===== src/hdl/hrsu_pkg.sv =====
// Shared types, constants and helper functions for the rank-register sketch block.
`timescale 1ns / 1ps

package hrsu_pkg;

  // Field widths
  localparam int FUNC_W    = 2;
  localparam int HASH_W    = 32;
  localparam int IDX_W     = 16;
  localparam int RANK_W    = 6;
  localparam int PREC_W    = 5;
  localparam int ZERO_W    = 17;
  localparam int SUM_W     = 49;
  localparam int FRAC_BITS = 32;

  // Default for the largest supported precision
  localparam int MAX_PRECISION_DEF = 16;

  // APB register file
  localparam int PADDR_W = 3;
  localparam int PDATA_W = 32;
  localparam logic REG_PRECISION_IDX = 1'b0;

  // Operation codes
  localparam logic [FUNC_W-1:0] FUNC_ADD   = 2'd0;
  localparam logic [FUNC_W-1:0] FUNC_MERGE = 2'd1;
  localparam logic [FUNC_W-1:0] FUNC_SET   = 2'd2;

  localparam logic [RANK_W-1:0] RANK_CAP = 6'd32;
  localparam logic [PREC_W-1:0] PREC_MIN = 5'd2;

  // Population count masks
  localparam logic [31:0] POP_M1  = 32'h5555_5555;
  localparam logic [31:0] POP_M2  = 32'h3333_3333;
  localparam logic [31:0] POP_M4  = 32'h0F0F_0F0F;
  localparam logic [31:0] POP_OUT = 32'h0000_003F;

  typedef struct packed {
    logic [FUNC_W-1:0] func;
    logic [HASH_W-1:0] item_hash;
    logic [IDX_W-1:0]  register_index;
    logic [RANK_W-1:0] rank_value;
  } item_t;

  typedef struct packed {
    logic              status;
    logic              changed;
    logic [IDX_W-1:0]  touched_index;
    logic [RANK_W-1:0] touched_rank;
    logic [ZERO_W-1:0] zero_count;
    logic [SUM_W-1:0]  harmonic_sum;
  } result_t;

  // Control from the sequencer to the tally keeper
  typedef struct packed {
    logic              clear;
    logic [PREC_W-1:0] clear_k;
    logic              commit;
    logic [RANK_W-1:0] old_rank;
    logic [RANK_W-1:0] new_rank;
    logic [PREC_W-1:0] precision;
  } tally_ctl_t;

  // Count leading zeros of a 32-bit word: smear ones right, then count them
  function automatic logic [RANK_W-1:0] lead_zeros(input logic [31:0] v);
    logic [31:0] s;
    logic [31:0] c;
    s = v | (v >> 1);
    s = s | (s >> 2);
    s = s | (s >> 4);
    s = s | (s >> 8);
    s = s | (s >> 16);
    c = s - ((s >> 1) & POP_M1);
    c = ((c >> 2) & POP_M2) + (c & POP_M2);
    c = ((c >> 4) + c) & POP_M4;
    c = c + (c >> 8);
    c = c + (c >> 16);
    lead_zeros = RANK_W'(FRAC_BITS) - RANK_W'(c & POP_OUT);
  endfunction

  // Weight 2^-rank in 17.32 fixed point, rank saturated at the cap
  function automatic logic [SUM_W-1:0] weight_of(input logic [RANK_W-1:0] r);
    logic [RANK_W-1:0] rc;
    rc = (r > RANK_CAP) ? RANK_CAP : r;
    weight_of = {{(SUM_W-1){1'b0}}, 1'b1} << (RANK_W'(FRAC_BITS) - rc);
  endfunction

endpackage


===== src/hdl/hrsu_decode.sv =====
// Item decode: register index, candidate rank and range check for one word.
`timescale 1ns / 1ps

module hrsu_decode #(
  parameter int MAX_PRECISION = hrsu_pkg::MAX_PRECISION_DEF
) (
  input  hrsu_pkg::item_t               item,
  input  logic [hrsu_pkg::PREC_W-1:0]   precision,
  output logic [MAX_PRECISION-1:0]      mem_idx,
  output logic [hrsu_pkg::IDX_W-1:0]    touched_index,
  output logic [hrsu_pkg::RANK_W-1:0]   new_rank,
  output logic                          index_ok
);

  logic [hrsu_pkg::HASH_W-1:0] top_bits;
  logic [hrsu_pkg::HASH_W-1:0] low_mask;
  logic [hrsu_pkg::HASH_W-1:0] low_bits;
  logic [hrsu_pkg::RANK_W-1:0] lz;
  logic [hrsu_pkg::RANK_W-1:0] rank_sat;
  logic [hrsu_pkg::IDX_W-1:0]  ridx_high;

  // Split the hash into register index and remaining bits
  assign top_bits  = item.item_hash >> (hrsu_pkg::RANK_W'(hrsu_pkg::HASH_W) - {1'b0, precision});
  assign low_mask  = {hrsu_pkg::HASH_W{1'b1}} >> precision;
  assign low_bits  = item.item_hash & low_mask;
  assign lz        = hrsu_pkg::lead_zeros(low_bits);

  // Saturate the given rank, flag indexes at or above 2^k
  assign rank_sat  = (item.rank_value > hrsu_pkg::RANK_CAP) ? hrsu_pkg::RANK_CAP
                                                           : item.rank_value;
  assign ridx_high = item.register_index >> precision;

  always_comb begin
    case (item.func)
      hrsu_pkg::FUNC_ADD: begin
        mem_idx       = top_bits[MAX_PRECISION-1:0];
        touched_index = top_bits[hrsu_pkg::IDX_W-1:0];
        new_rank      = lz - {1'b0, precision} + hrsu_pkg::RANK_W'(1);
        index_ok      = 1'b1;
      end
      hrsu_pkg::FUNC_MERGE, hrsu_pkg::FUNC_SET: begin
        mem_idx       = item.register_index[MAX_PRECISION-1:0];
        touched_index = item.register_index;
        new_rank      = rank_sat;
        index_ok      = (ridx_high == '0);
      end
      default: begin
        mem_idx       = '0;
        touched_index = '0;
        new_rank      = '0;
        index_ok      = 1'b1;
      end
    endcase
  end

endmodule


===== config.mk =====
export PLATFORM = sky130hd
export DESIGN_NAME = hrsu_decode
export DESIGN_NICKNAME = d
export VERILOG_FILES = /design/src/hdl/hrsu_pkg.sv /design/src/hdl/hrsu_decode.sv
export SDC_FILE = /design/constraint.sdc
export NUM_CORES = 1
export LEC_CHECK = 0
export BUFFER_PORTS_ARGS = -buffer_cell sky130_fd_sc_hd__buf_2
export CAP_MARGIN = 20
export CORE_UTILIZATION = 42
export DETAILED_ROUTE_END_ITERATION = 10
export GPL_TIMING_DRIVEN = 1
export PLACE_DENSITY_LB_ADDON = 0.2
export SLEW_MARGIN = 20
export SYNTH_ARGS = -nofsm -noshare
export SYNTH_HDL_FRONTEND = slang
export SYNTH_SLANG_ARGS = --single-unit

===== constraint.sdc =====
create_clock -name vclk -period 21
set_clock_uncertainty 0.2 [all_clocks]
set_input_delay 0 -clock vclk [all_inputs]
set_output_delay 0 -clock vclk [all_outputs]
set_load 0.05 [all_outputs]

==> summary.md <==
| Metric | Value |
|---|---|
| Setup crit end kind | `output port` |
| Most used cell, CP | `ha_1` |
| Initial antenna violation count | `0` |
| Nets | `984` |
| Wirelength, routed | `16900 um` |
| Via density | `5.88` |
| Most common library cells after synthesis | `84 x ha_1, 74 x a21oi_1, 71 x inv_1` |
| Crit path launch type | `input pin` |
| Horiz. Die Dim | `117 um` |
| First-pass GRT wire length | `26500 um` |
| Placed instance count | `989` |
| Core Area | `0.0127 mm^2` |
| Fraction of layout instances using a drive strength above 1 | `18.5%` |
| GRT Overall Usage | `24.3%` |
| DR iter-0 viols | `607` |
| HPWL Detailed | `14100 um` |
| DP Area | `0.00602 mm^2` |
| Sequential area share after synthesis | `0%` |
| CTS resizes | `0` |
| Hold Buf Count CTS | `0` |
| FFs & Latches | `0` |
| Syn_nets | `931` |
| CP Max Fanout | `38` |
| Pwr per Cell Area | `164 mW/mm^2` |
| Die area | `0.0137 mm^2` |
| Final min period | `10.96 ns` |
| Outcome | `completed` |
| Pre-antenna DRT Iters | `6` |
| Fin crit share | `52.2%` |
| Mean post-synth cell area | `7.24 um^2` |
| Final Max Slew Viols | `0` |
| Slew headroom | `25.2%` |
| Maximum clock rate | `91.3 MHz` |
| # port buffers | `100` |
| GRT overflow | `0` |
| Routability cong. | `0.930` |
| Worst hold path cell count | `4` |
| Area Growth Syn to Fin | `8.57%` |
| Synth area leaders | `ha_1 19%, fa_1 7.2%, a21oi_1 6.7%` |
| Worst-Margin Slew | `1.12 ns` |
| Die height | `117 um` |
| Initial core utilization | `43.6%` |
| Register area | `0 um^2` |
| CP required | `20.80 ns` |
| Final TNS setup | `0 ns` |
| Pleak | `2.99 nW` |
| Slowest cell on the critical path | `or4_1` |
| # rows | `41` |
| Yosys cell types | `67` |
| Clock buffer cells | `0` |
| Detailed-route via count | `5812` |
| Top-area cell type share of the netlist area | `18.9%` |
| Fin area | `0.00602 mm^2` |
| Post-route DRC | `0` |
| Mapped Area | `0.00555 mm^2` |
| Area leader, netlist | `ha_1` |
| Maximum capacitance violations | `0` |
| Final hold vios | `0` |
| Largest net degree at the start of global routing | `44` |
| Cells after Synth | `766` |
| CP peak stage delay | `0.78 ns` |
| Crit path DAT | `10.76 ns` |
| Post-CTS Repair Setup Buffers | `0` |
| Maximum VDD drop | `0.527 mV` |
| Vias in the first global route | `5192` |
| Antenna Violating Nets Remaining | `0` |
| Fin cells | `989` |
| Filler instances | `1347` |
| Tot Pwr | `0.000987 W` |
| Ports | `100` |
| RSZ-0062 raised after global routing | `false` |
| Diode count | `0` |
| Cell with the most instances after synthesis | `ha_1` |
| Wire length per cell | `17.1 um` |
| Setup Viol. Count Final | `0` |
| Critical path class | `input pin to output port` |
| Worst hold path class | `input pin to output port` |
| Yosys warnings | `0` |
## final cells by class
class                           count  area, um^2  area share, %
Tap cell                          172         215           3.57
Inverter                           74         283           4.70
Timing Repair Buffer              104         531           8.81
Multi-Input combinational cell    639        4990           82.9
## layer usage
metal	wire (um)	GRT usage, %	up-vias
li1	-	-	2833
met1	7970	36.1	2728
met2	7550	39.3	241
met3	1240	2.52	10
met4	123	2.11	0
met5	0	0	-
## logic make-up (layout without fill, tap and decap cells)
group,count (synthesis),in the layout,share of synthesized area (%)
compound gates,220,220,26.8
fa+ha+maj,104,104,26.2
mux,49,49,11.7
simple gates,230,230,19.6
buf+inv,127,178,10.1
xor+xnor,36,36,5.68
## final timing paths
check	start	end	slack, ns
worst min-delay path	item[2]	new_rank[2]	0.27
worst max-delay path	precision[0]	new_rank[5]	10.04
## cell usage in the layout, fill, tap and decap left out, drive strengths merged, types with 3 or more instances in the layout
cell type  count
nand3         15
mux4          11
a21o          16
or3            5
a211oi        12
nor2          70
nor3          11
a31o           4
and2           6
o22ai          3
nand2         70
buf          104
o41ai          4
o2111ai        4
a311oi         4
inv           72
and3           5
a21oi         74
or4            4
mux2          15
nand2b         7
a22oi         16
nor3b          4
a31oi          8
nand4          6
o21ai         37
nor2b         16
o31ai          8
fa            20
nor4           4
xor2          14
mux2i         23
ha            84
xnor2         22
o211ai        12
## metrics by stage
stage / hold WS [ns] / util [%] / worst slack, ns
floorplan: 0.0992 / - / 11.31
global placement: 0.264 / 47.3 / 10.33
detailed placement: 0.266 / 47.3 / 10.08
CTS: 0.270 / 47.3 / 10.05
global route: 0.280 / 47.3 / 9.28
finish: 0.274 / 47.3 / 10.04
## critical path, delay by kind of cell
family | cells | cell delay, ns
AO/OA/AOI/OAI | 10 | 1.99
buffers and inverters | 9 | 1.88
XOR/XNOR | 3 | 0.42
adder cells (fa/ha/maj) | 10 | 3.63
AND/OR/NAND/NOR | 10 | 2.81
## report_power, final
group	internal [W]	switching [W]	total, W
Combinational	0.000400	0.000588	0.000987
Clock	0	0	0
Sequential	0	0	0
Total	0.000400	0.000588	0.000987
No activity file was read; power rests on OpenSTA's default activity.
