$ cat config.mk
export PLATFORM = sky130hd
export DESIGN_NAME = hrsu_tally
export DESIGN_NICKNAME = d
export VERILOG_FILES = /design/src/hdl/hrsu_pkg.sv /design/src/hdl/hrsu_tally.sv
export SDC_FILE = /design/constraint.sdc
export NUM_CORES = 1
export LEC_CHECK = 0
export ABC_CLOCK_PERIOD_IN_PS = 4280
export BUFFER_PORTS_ARGS = -buffer_cell sky130_fd_sc_hd__buf_2
export CORE_ASPECT_RATIO = 1.2
export CORE_MARGIN = 2
export CORE_UTILIZATION = 60
export CTS_BUF_LIST = sky130_fd_sc_hd__clkbuf_8
export DETAILED_ROUTE_END_ITERATION = 8
export PLACE_DENSITY = 0.9
export SYNTH_ARGS = -nofsm -noshare
export SYNTH_HDL_FRONTEND = slang
export SYNTH_SLANG_ARGS = --single-unit
$ cat constraint.sdc
create_clock -name clk -period 4.28 [get_ports clk]
set_input_delay 0.214 -clock clk [delete_from_list [all_inputs] [get_ports clk]]
set_output_delay 0.214 -clock clk [all_outputs]
set_load 0.02 [all_outputs]
$ cat src/hdl/hrsu_pkg.sv
// Shared types, constants and helper functions for the rank-register sketch block.
`timescale 1ns / 1ps

package hrsu_pkg;

  // Field widths
  localparam int FUNC_W    = 2;
  localparam int HASH_W    = 32;
  localparam int IDX_W     = 16;
  localparam int RANK_W    = 6;
  localparam int PREC_W    = 5;
  localparam int ZERO_W    = 17;
  localparam int SUM_W     = 49;
  localparam int FRAC_BITS = 32;

  // Default for the largest supported precision
  localparam int MAX_PRECISION_DEF = 16;

  // APB register file
  localparam int PADDR_W = 3;
  localparam int PDATA_W = 32;
  localparam logic REG_PRECISION_IDX = 1'b0;

  // Operation codes
  localparam logic [FUNC_W-1:0] FUNC_ADD   = 2'd0;
  localparam logic [FUNC_W-1:0] FUNC_MERGE = 2'd1;
  localparam logic [FUNC_W-1:0] FUNC_SET   = 2'd2;

  localparam logic [RANK_W-1:0] RANK_CAP = 6'd32;
  localparam logic [PREC_W-1:0] PREC_MIN = 5'd2;

  // Population count masks
  localparam logic [31:0] POP_M1  = 32'h5555_5555;
  localparam logic [31:0] POP_M2  = 32'h3333_3333;
  localparam logic [31:0] POP_M4  = 32'h0F0F_0F0F;
  localparam logic [31:0] POP_OUT = 32'h0000_003F;

  typedef struct packed {
    logic [FUNC_W-1:0] func;
    logic [HASH_W-1:0] item_hash;
    logic [IDX_W-1:0]  register_index;
    logic [RANK_W-1:0] rank_value;
  } item_t;

  typedef struct packed {
    logic              status;
    logic              changed;
    logic [IDX_W-1:0]  touched_index;
    logic [RANK_W-1:0] touched_rank;
    logic [ZERO_W-1:0] zero_count;
    logic [SUM_W-1:0]  harmonic_sum;
  } result_t;

  // Control from the sequencer to the tally keeper
  typedef struct packed {
    logic              clear;
    logic [PREC_W-1:0] clear_k;
    logic              commit;
    logic [RANK_W-1:0] old_rank;
    logic [RANK_W-1:0] new_rank;
    logic [PREC_W-1:0] precision;
  } tally_ctl_t;

  // Count leading zeros of a 32-bit word: smear ones right, then count them
  function automatic logic [RANK_W-1:0] lead_zeros(input logic [31:0] v);
    logic [31:0] s;
    logic [31:0] c;
    s = v | (v >> 1);
    s = s | (s >> 2);
    s = s | (s >> 4);
    s = s | (s >> 8);
    s = s | (s >> 16);
    c = s - ((s >> 1) & POP_M1);
    c = ((c >> 2) & POP_M2) + (c & POP_M2);
    c = ((c >> 4) + c) & POP_M4;
    c = c + (c >> 8);
    c = c + (c >> 16);
    lead_zeros = RANK_W'(FRAC_BITS) - RANK_W'(c & POP_OUT);
  endfunction

  // Weight 2^-rank in 17.32 fixed point, rank saturated at the cap
  function automatic logic [SUM_W-1:0] weight_of(input logic [RANK_W-1:0] r);
    logic [RANK_W-1:0] rc;
    rc = (r > RANK_CAP) ? RANK_CAP : r;
    weight_of = {{(SUM_W-1){1'b0}}, 1'b1} << (RANK_W'(FRAC_BITS) - rc);
  endfunction

endpackage

$ cat src/hdl/hrsu_tally.sv
// Running zero-register count and harmonic sum, updated per register write.
`timescale 1ns / 1ps

module hrsu_tally (
  input  logic                          clk,
  input  logic                          rst,
  input  hrsu_pkg::tally_ctl_t          ctl,
  output logic [hrsu_pkg::ZERO_W-1:0]   zero_upd,
  output logic [hrsu_pkg::SUM_W-1:0]    sum_upd
);

  logic [hrsu_pkg::ZERO_W-1:0] zero_tally;
  logic [hrsu_pkg::SUM_W-1:0]  inv_sum;
  logic [hrsu_pkg::ZERO_W-1:0] zero_init;
  logic [hrsu_pkg::ZERO_W-1:0] zero_limit;

  assign zero_init  = hrsu_pkg::ZERO_W'(1) << ctl.clear_k;
  assign zero_limit = hrsu_pkg::ZERO_W'(1) << ctl.precision;

  // Values after this step: swap the old register's share for the new one
  always_comb begin
    zero_upd = zero_tally;
    sum_upd  = inv_sum;
    if (ctl.commit) begin
      zero_upd = zero_tally
               - hrsu_pkg::ZERO_W'(ctl.old_rank == '0)
               + hrsu_pkg::ZERO_W'(ctl.new_rank == '0);
      sum_upd  = inv_sum
               - hrsu_pkg::weight_of(ctl.old_rank)
               + hrsu_pkg::weight_of(ctl.new_rank);
    end
  end

  // Reload on clear, else take the updated values
  always_ff @(posedge clk) begin
    if (ctl.clear) begin
      zero_tally <= zero_init;
      inv_sum    <= hrsu_pkg::SUM_W'(zero_init) << hrsu_pkg::FRAC_BITS;
    end else begin
      zero_tally <= zero_upd;
      inv_sum    <= sum_upd;
    end
  end

  a_zero_bound: assert property (@(posedge clk) disable iff (rst)
    zero_tally <= zero_limit)
    else $error("zero tally above active register count");

  a_sum_floor: assert property (@(posedge clk) disable iff (rst)
    inv_sum >= (hrsu_pkg::SUM_W'(zero_tally) << hrsu_pkg::FRAC_BITS))
    else $error("harmonic sum below zero-register share");

  a_sum_ceiling: assert property (@(posedge clk) disable iff (rst)
    inv_sum <= (hrsu_pkg::SUM_W'(zero_limit) << hrsu_pkg::FRAC_BITS))
    else $error("harmonic sum above active register count");

endmodule

==> results_dict.tcl, run 1 <==
set metrics [dict create \
    cts_made_buffers 9 \
    top_usage_layer "met2" \
    gp_congestion 0.962 \
    grtUsageMet2 0.555 \
    finish.instance_area_sq_um 9330 \
    run_status "finished, violations left" \
    syn_area_sq_um 7710 \
    h-tree-depth 3 \
    mostFrequentLayoutCell "inv_1" \
    synthCells 1036 \
    setup_viol 19 \
    fin_tns_setup_ns -2.17 \
    placeableCoreArea_sq_um 12600 \
    maxCapViolations 0 \
    firstDrtPassIters 8 \
    synth_area_leader_cell "dfxtp_1" \
    synthToLayoutAreaGrowth_pct 21.0 \
    period_minus_slack_ns 4.53 \
    root_buffer "clkbuf_8" \
    fin_nets 1328 \
    drc 0 \
    clk_pin_slew_worst_paths_ns 0.08 \
    cp.arrival_ns 4.31 \
    seq_area_frac_synth 0.171 \
    clockBufferDepth 2 \
    most-common-layout-cells "inv_1, nand2_1, buf_2" \
    cts_tree "done" \
    io_pins 92 \
    ant_nets 0 \
    ys_warn_count 0 \
    gr-total-overflow 0 \
    fin_ws_ns -0.245 \
    grt_pass1_wl_mm 35.0 \
    maxSlewHeadroom 0.207 \
    fin_crit_sh 1.06 \
    synth_seq_cells 66 \
    initial_core_util 0.611 \
    via_per_inst 5.95 \
    synth_ff_type "dfxtp_1" \
    path_max_fanout 5 \
    routedWlPerCell_microns 17.4 \
    die_x_microns 107 \
    crit_required_ns 4.07 \
    dp.cells 1328 \
    grt_use_met3 0.0534 \
    finClkSkew_ns 0.0157 \
    ys_top_cells_by_area "dfxtp_1, fa_1, ha_1" \
    yosys.area.top_type_share 0.171 \
    worst_pin_slew_ns 1.19 \
    ys_types 62 \
    max_freq_mhz 221 \
    portBuffers 85 \
    antenna_cells 0 \
    antenna_found_initial 0 \
    ys_async_sr_fraction 0 \
    cp-end-kind "output pin" \
    maxSlewViolCount 0 \
    grt.total_usage 0.318 \
    timing_hold_violations_final 0 \
    cts_sinks 66 \
    vias 8073 \
    hold_class "in2reg" \
    grt_pass1_vias 7720 \
    nFillCells 900 \
    synth_edf_count 0 \
    std_cell_rows 45 \
    placed_cell_area_sq_um 8680 \
    grt_util_met1 0.364 \
    grt_max_degree 114 \
    routed_wl_mm 23.6 \
    hpwl_mm 16.2 \
    fin_cells 1356 \
    layout-drive-gt1-share 0.203 \
    drtIter0Drc 764 \
    violations "setup timing" \
    clk_latency_ns 0.40 \
    die_h_microns 128 \
    cp-start-kind "primary input" \
    syn_area_per_cell_sq_um 7.44 \
    place_ws_ns -0.152 \
    timing_worst_setup_path_type "in2out" \
    dieArea_sq_um 13800 \
]
==> through the flow <==
step                utilization  hold slack, ns
CTS                       0.708          0.0664
floorplan                     -           0.314
detailed placement        0.688           0.478
global placement          0.688           0.476
finish                    0.740          0.0783
global route              0.740           0.100
==> synthesized netlist by cell type, types with 4 or more instances <==
| library cell | number |
|---|---|
| o21ai_0 | 59 |
| o21ai_1 | 16 |
| nand2_1 | 139 |
| a21o_1 | 35 |
| nand4_1 | 5 |
| a31oi_1 | 6 |
| dfxtp_1 | 66 |
| mux2_2 | 6 |
| nor2_1 | 68 |
| xnor2_1 | 34 |
| o21bai_1 | 11 |
| ha_1 | 66 |
| o211ai_1 | 4 |
| inv_1 | 177 |
| nor3_1 | 12 |
| clkbuf_1 | 27 |
| nor2b_1 | 12 |
| a211oi_1 | 5 |
| fa_1 | 49 |
| a21oi_1 | 61 |
| and3_1 | 5 |
| buf_1 | 4 |
| mux2i_1 | 11 |
| a22o_1 | 18 |
| xor2_1 | 24 |
| nand3_1 | 20 |
| nand2b_1 | 8 |
| and2_1 | 35 |
==> routing by layer <==
layer | wire length, microns | share of wire | up-vias
li1 | - | - | 3675
met1 | 8300 | 0.35 | 3727
met2 | 11300 | 0.48 | 503
met3 | 2260 | 0.096 | 168
met4 | 1750 | 0.074 | 0
met5 | 0 | 0 | -
==> critical path, stage by stage <==
cell	delay, ns
buf_2	0.12
nor2_1	0.25
nand3_1	0.40
nor2_1	0.27
fa_1	0.45
inv_1	0.07
ha_1	0.27
a21oi_1	0.24
o21ai_0	0.20
a21oi_1	0.27
o21ai_2	0.11
a41o_1	0.27
a21oi_4	0.21
o21ai_4	0.11
a31oi_1	0.23
xnor2_1	0.24
a21oi_2	0.13
inv_1	0.11
buf_4	0.14
==> final cells by class <==
cell class              instances  area [sq um]  share of cell area
flip-flops and latches         66          1320               0.142
clock buffers                  10           138              0.0148
well taps                     164           205              0.0220
clock inverters                 6          47.5             0.00510
repair buffers                144           883              0.0947
inverters                     178           668              0.0716
multi-input cells             788          6060               0.650
==> sequential cells by signal (all words and copies together), names as in the netlist <==
signal and cells:
inv_sum 49, zero_tally 17
==> timing repair <==
action | CTS | global route
pin swaps | 1 | 19
setup endpoints to repair | 12 | 30
gates resized for setup | 10 | 73
setup buffers | 3 | 9
hold buffers | 0 | 0
==> logic make-up (layout without fill, tap and decap cells) <==
family,count (synthesis),after routing,synth area share
compound gates,254,254,0.218
xor+xnor,58,58,0.0659
fa+ha+maj,115,115,0.234
buf+inv,210,338,0.102
flops,66,66,0.171
mux,17,17,0.0231
other cells,2,30,0.000975
simple gates,314,314,0.183
==> path summary, 6_finish.rpt <==
| kind | from | to | slack (ns) | cells past startpoint |
|---|---|---|---|---|
| setup / recovery | ctl[16] | sum_upd[43] | -0.25 | 19 |
| hold / removal | ctl[23] | inv_sum[47]$_DFF_P_ | 0.08 | 2 |
| setup reg to reg | inv_sum[7]$_SDFF_PP0_ | inv_sum[36]$_DFF_P_ | 0.30 | 19 |
| hold reg to reg | zero_tally[6]$_DFF_P_ | zero_tally[6]$_DFF_P_ | 0.64 | 4 |
Power of run 1 is not shown: default switching activity piles up to over one toggle a cycle in this logic, so the estimate is an artifact.
==> run 2: changes to the inputs <==
Settings changed: RECOVER_POWER set to 100.
==> results_dict.tcl, run 2 (synthesized netlist as in run 1, its figures left out) <==
set metrics [dict create \
    run_status "finished, violations left" \
    violations "setup timing" \
    cts_tree "done" \
    maxSlewViolCount 0 \
    grt_max_degree 114 \
    grt.total_usage 0.318 \
    nFillCells 900 \
    cpMaxStageDelayCell "fa_1" \
    finish.instance_area_sq_um 9330 \
    wirelength_met1_mm 8.44 \
    placed_cell_area_sq_um 8680 \
    max_stage_delay_ns 0.45 \
    fin_crit_sh 1.06 \
    path_delay_family "compound AO/OA/AOI/OAI gates" \
    cts_hold_buffers 0 \
    maxSlewHeadroom 0.213 \
    maxUsedRoutingLayer "met4" \
    path_buf_inv 4 \
    cp-start-kind "primary input" \
    cts_sinks 66 \
    hpwl_mm 16.2 \
    grt_pass1_wl_mm 35.0 \
    routed_wl_mm 23.6 \
    antenna_found_initial 0 \
    fin_ws_ns -0.245 \
    die_x_microns 107 \
    clockBufferDepth 2 \
    hold_class "in2reg" \
    crit_required_ns 4.07 \
    finClkSkew_ns 0.0143 \
    drc 0 \
    maxCapViolations 0 \
    largest_registers "inv_sum x49, zero_tally x17" \
    std_cell_rows 45 \
    io_pins 92 \
    gp_congestion 0.962 \
    timing_worst_setup_path_type "in2out" \
    vias 8042 \
    routedWlPerCell_microns 17.4 \
    via_per_inst 5.93 \
    period_minus_slack_ns 4.53 \
    path_cells "buf_2 -> nor2_1 -> nand3_1 -> nor2_1 -> fa_1 -> inv_1 -> ha_1 -> a21oi_1 -> o21ai_0 -> a21oi_1 -> o21ai_2 -> a41o_1 -> a21oi_4 -> o21ai_4 -> a31oi_1 -> xnor2_1 -> a21oi_2 -> inv_1 -> buf_4" \
    cts_made_buffers 9 \
    dr_wl_met2_mm 11.3 \
    most-common-layout-cells "inv_1, nand2_1, buf_2" \
    synthToLayoutAreaGrowth_pct 21.0 \
    gr-total-overflow 0 \
    fin_tns_setup_ns -2.25 \
    met3_length_mm 2.17 \
    placeableCoreArea_sq_um 12600 \
    grt_pass1_vias 7720 \
    cp-end-kind "output pin" \
    fin_nets 1328 \
    worst_pin_slew_ns 1.18 \
    firstDrtPassIters 9 \
    antenna_cells 0 \
    portBuffers 85 \
    initial_core_util 0.611 \
    h-tree-depth 3 \
    largest_reg_flops 49 \
    dieArea_sq_um 13800 \
    clk_latency_ns 0.40 \
    layout-drive-gt1-share 0.202 \
    root_buffer "clkbuf_8" \
    ant_nets 0 \
    path_max_fanout 5 \
    whs_ns 0.0841 \
    die_h_microns 128 \
    mostFrequentLayoutCell "inv_1" \
    clk_pin_slew_worst_paths_ns 0.08 \
    max_freq_mhz 221 \
    timing_hold_violations_final 0 \
    cp.arrival_ns 4.31 \
    regMostFlops "inv_sum" \
    setup_viol 19 \
    drtIter0Drc 764 \
]
-- run 2: cell count changes in the layout (fill, tap and decap cells not counted) --
cell    delta
mux2_1     +1
and2_0     +1
mux2_2     -1
and2_1     -1
-- run 2: cell type report --
| cell class | instances | area, sq um | area share |
|---|---|---|---|
| Tap cell | 164 | 205 | 0.0220 |
| Sequential cell | 66 | 1320 | 0.142 |
| Timing Repair Buffer | 144 | 883 | 0.0947 |
| Multi-Input combinational cell | 788 | 6060 | 0.650 |
| Clock buffer | 10 | 138 | 0.0148 |
| Clock inverter | 6 | 47.5 | 0.00510 |
| Inverter | 178 | 668 | 0.0716 |
-- run 2: worst paths after layout --
path / cells past startpoint / slack, ns / endpoint / startpoint
worst min-delay path: 2 / 0.08 / inv_sum[47]$_DFF_P_ / ctl[23]
worst max register to register: 19 / 0.30 / inv_sum[36]$_DFF_P_ / inv_sum[7]$_SDFF_PP0_
worst min register to register: 4 / 0.64 / zero_tally[6]$_DFF_P_ / zero_tally[6]$_DFF_P_
worst max-delay path: 19 / -0.25 / sum_upd[43] / ctl[16]
-- run 2: timing repair --
item                                   4_1_cts  5_1_grt
gates resized for setup                     10       73
setup endpoints to repair                   12       30
pin swaps                                    1       19
setup buffers                                3        9
endpoints found under the hold margin        0        0
-- run 2: per-layer routing --
| layer | vias to the layer above | track usage |
|---|---|---|
| met5 | - | 0 |
| met1 | 3730 | 0.364 |
| li1 | 3668 | - |
| met4 | 0 | 0.186 |
| met3 | 162 | 0.0534 |
| met2 | 482 | 0.555 |
-- run 2: per-stage QoR --
stage          setup slack [ns]   util  std cells
3_5_place_dp             -0.152  0.688       1328
2_1_floorplan             0.334      -       1064
5_1_grt                  -0.388  0.740       1356
6_report                 -0.245  0.740       1356
4_1_cts                0.000547  0.708       1347
3_3_place_gp             0.0383  0.688       1328
Power of run 2 is left out for the same reason.
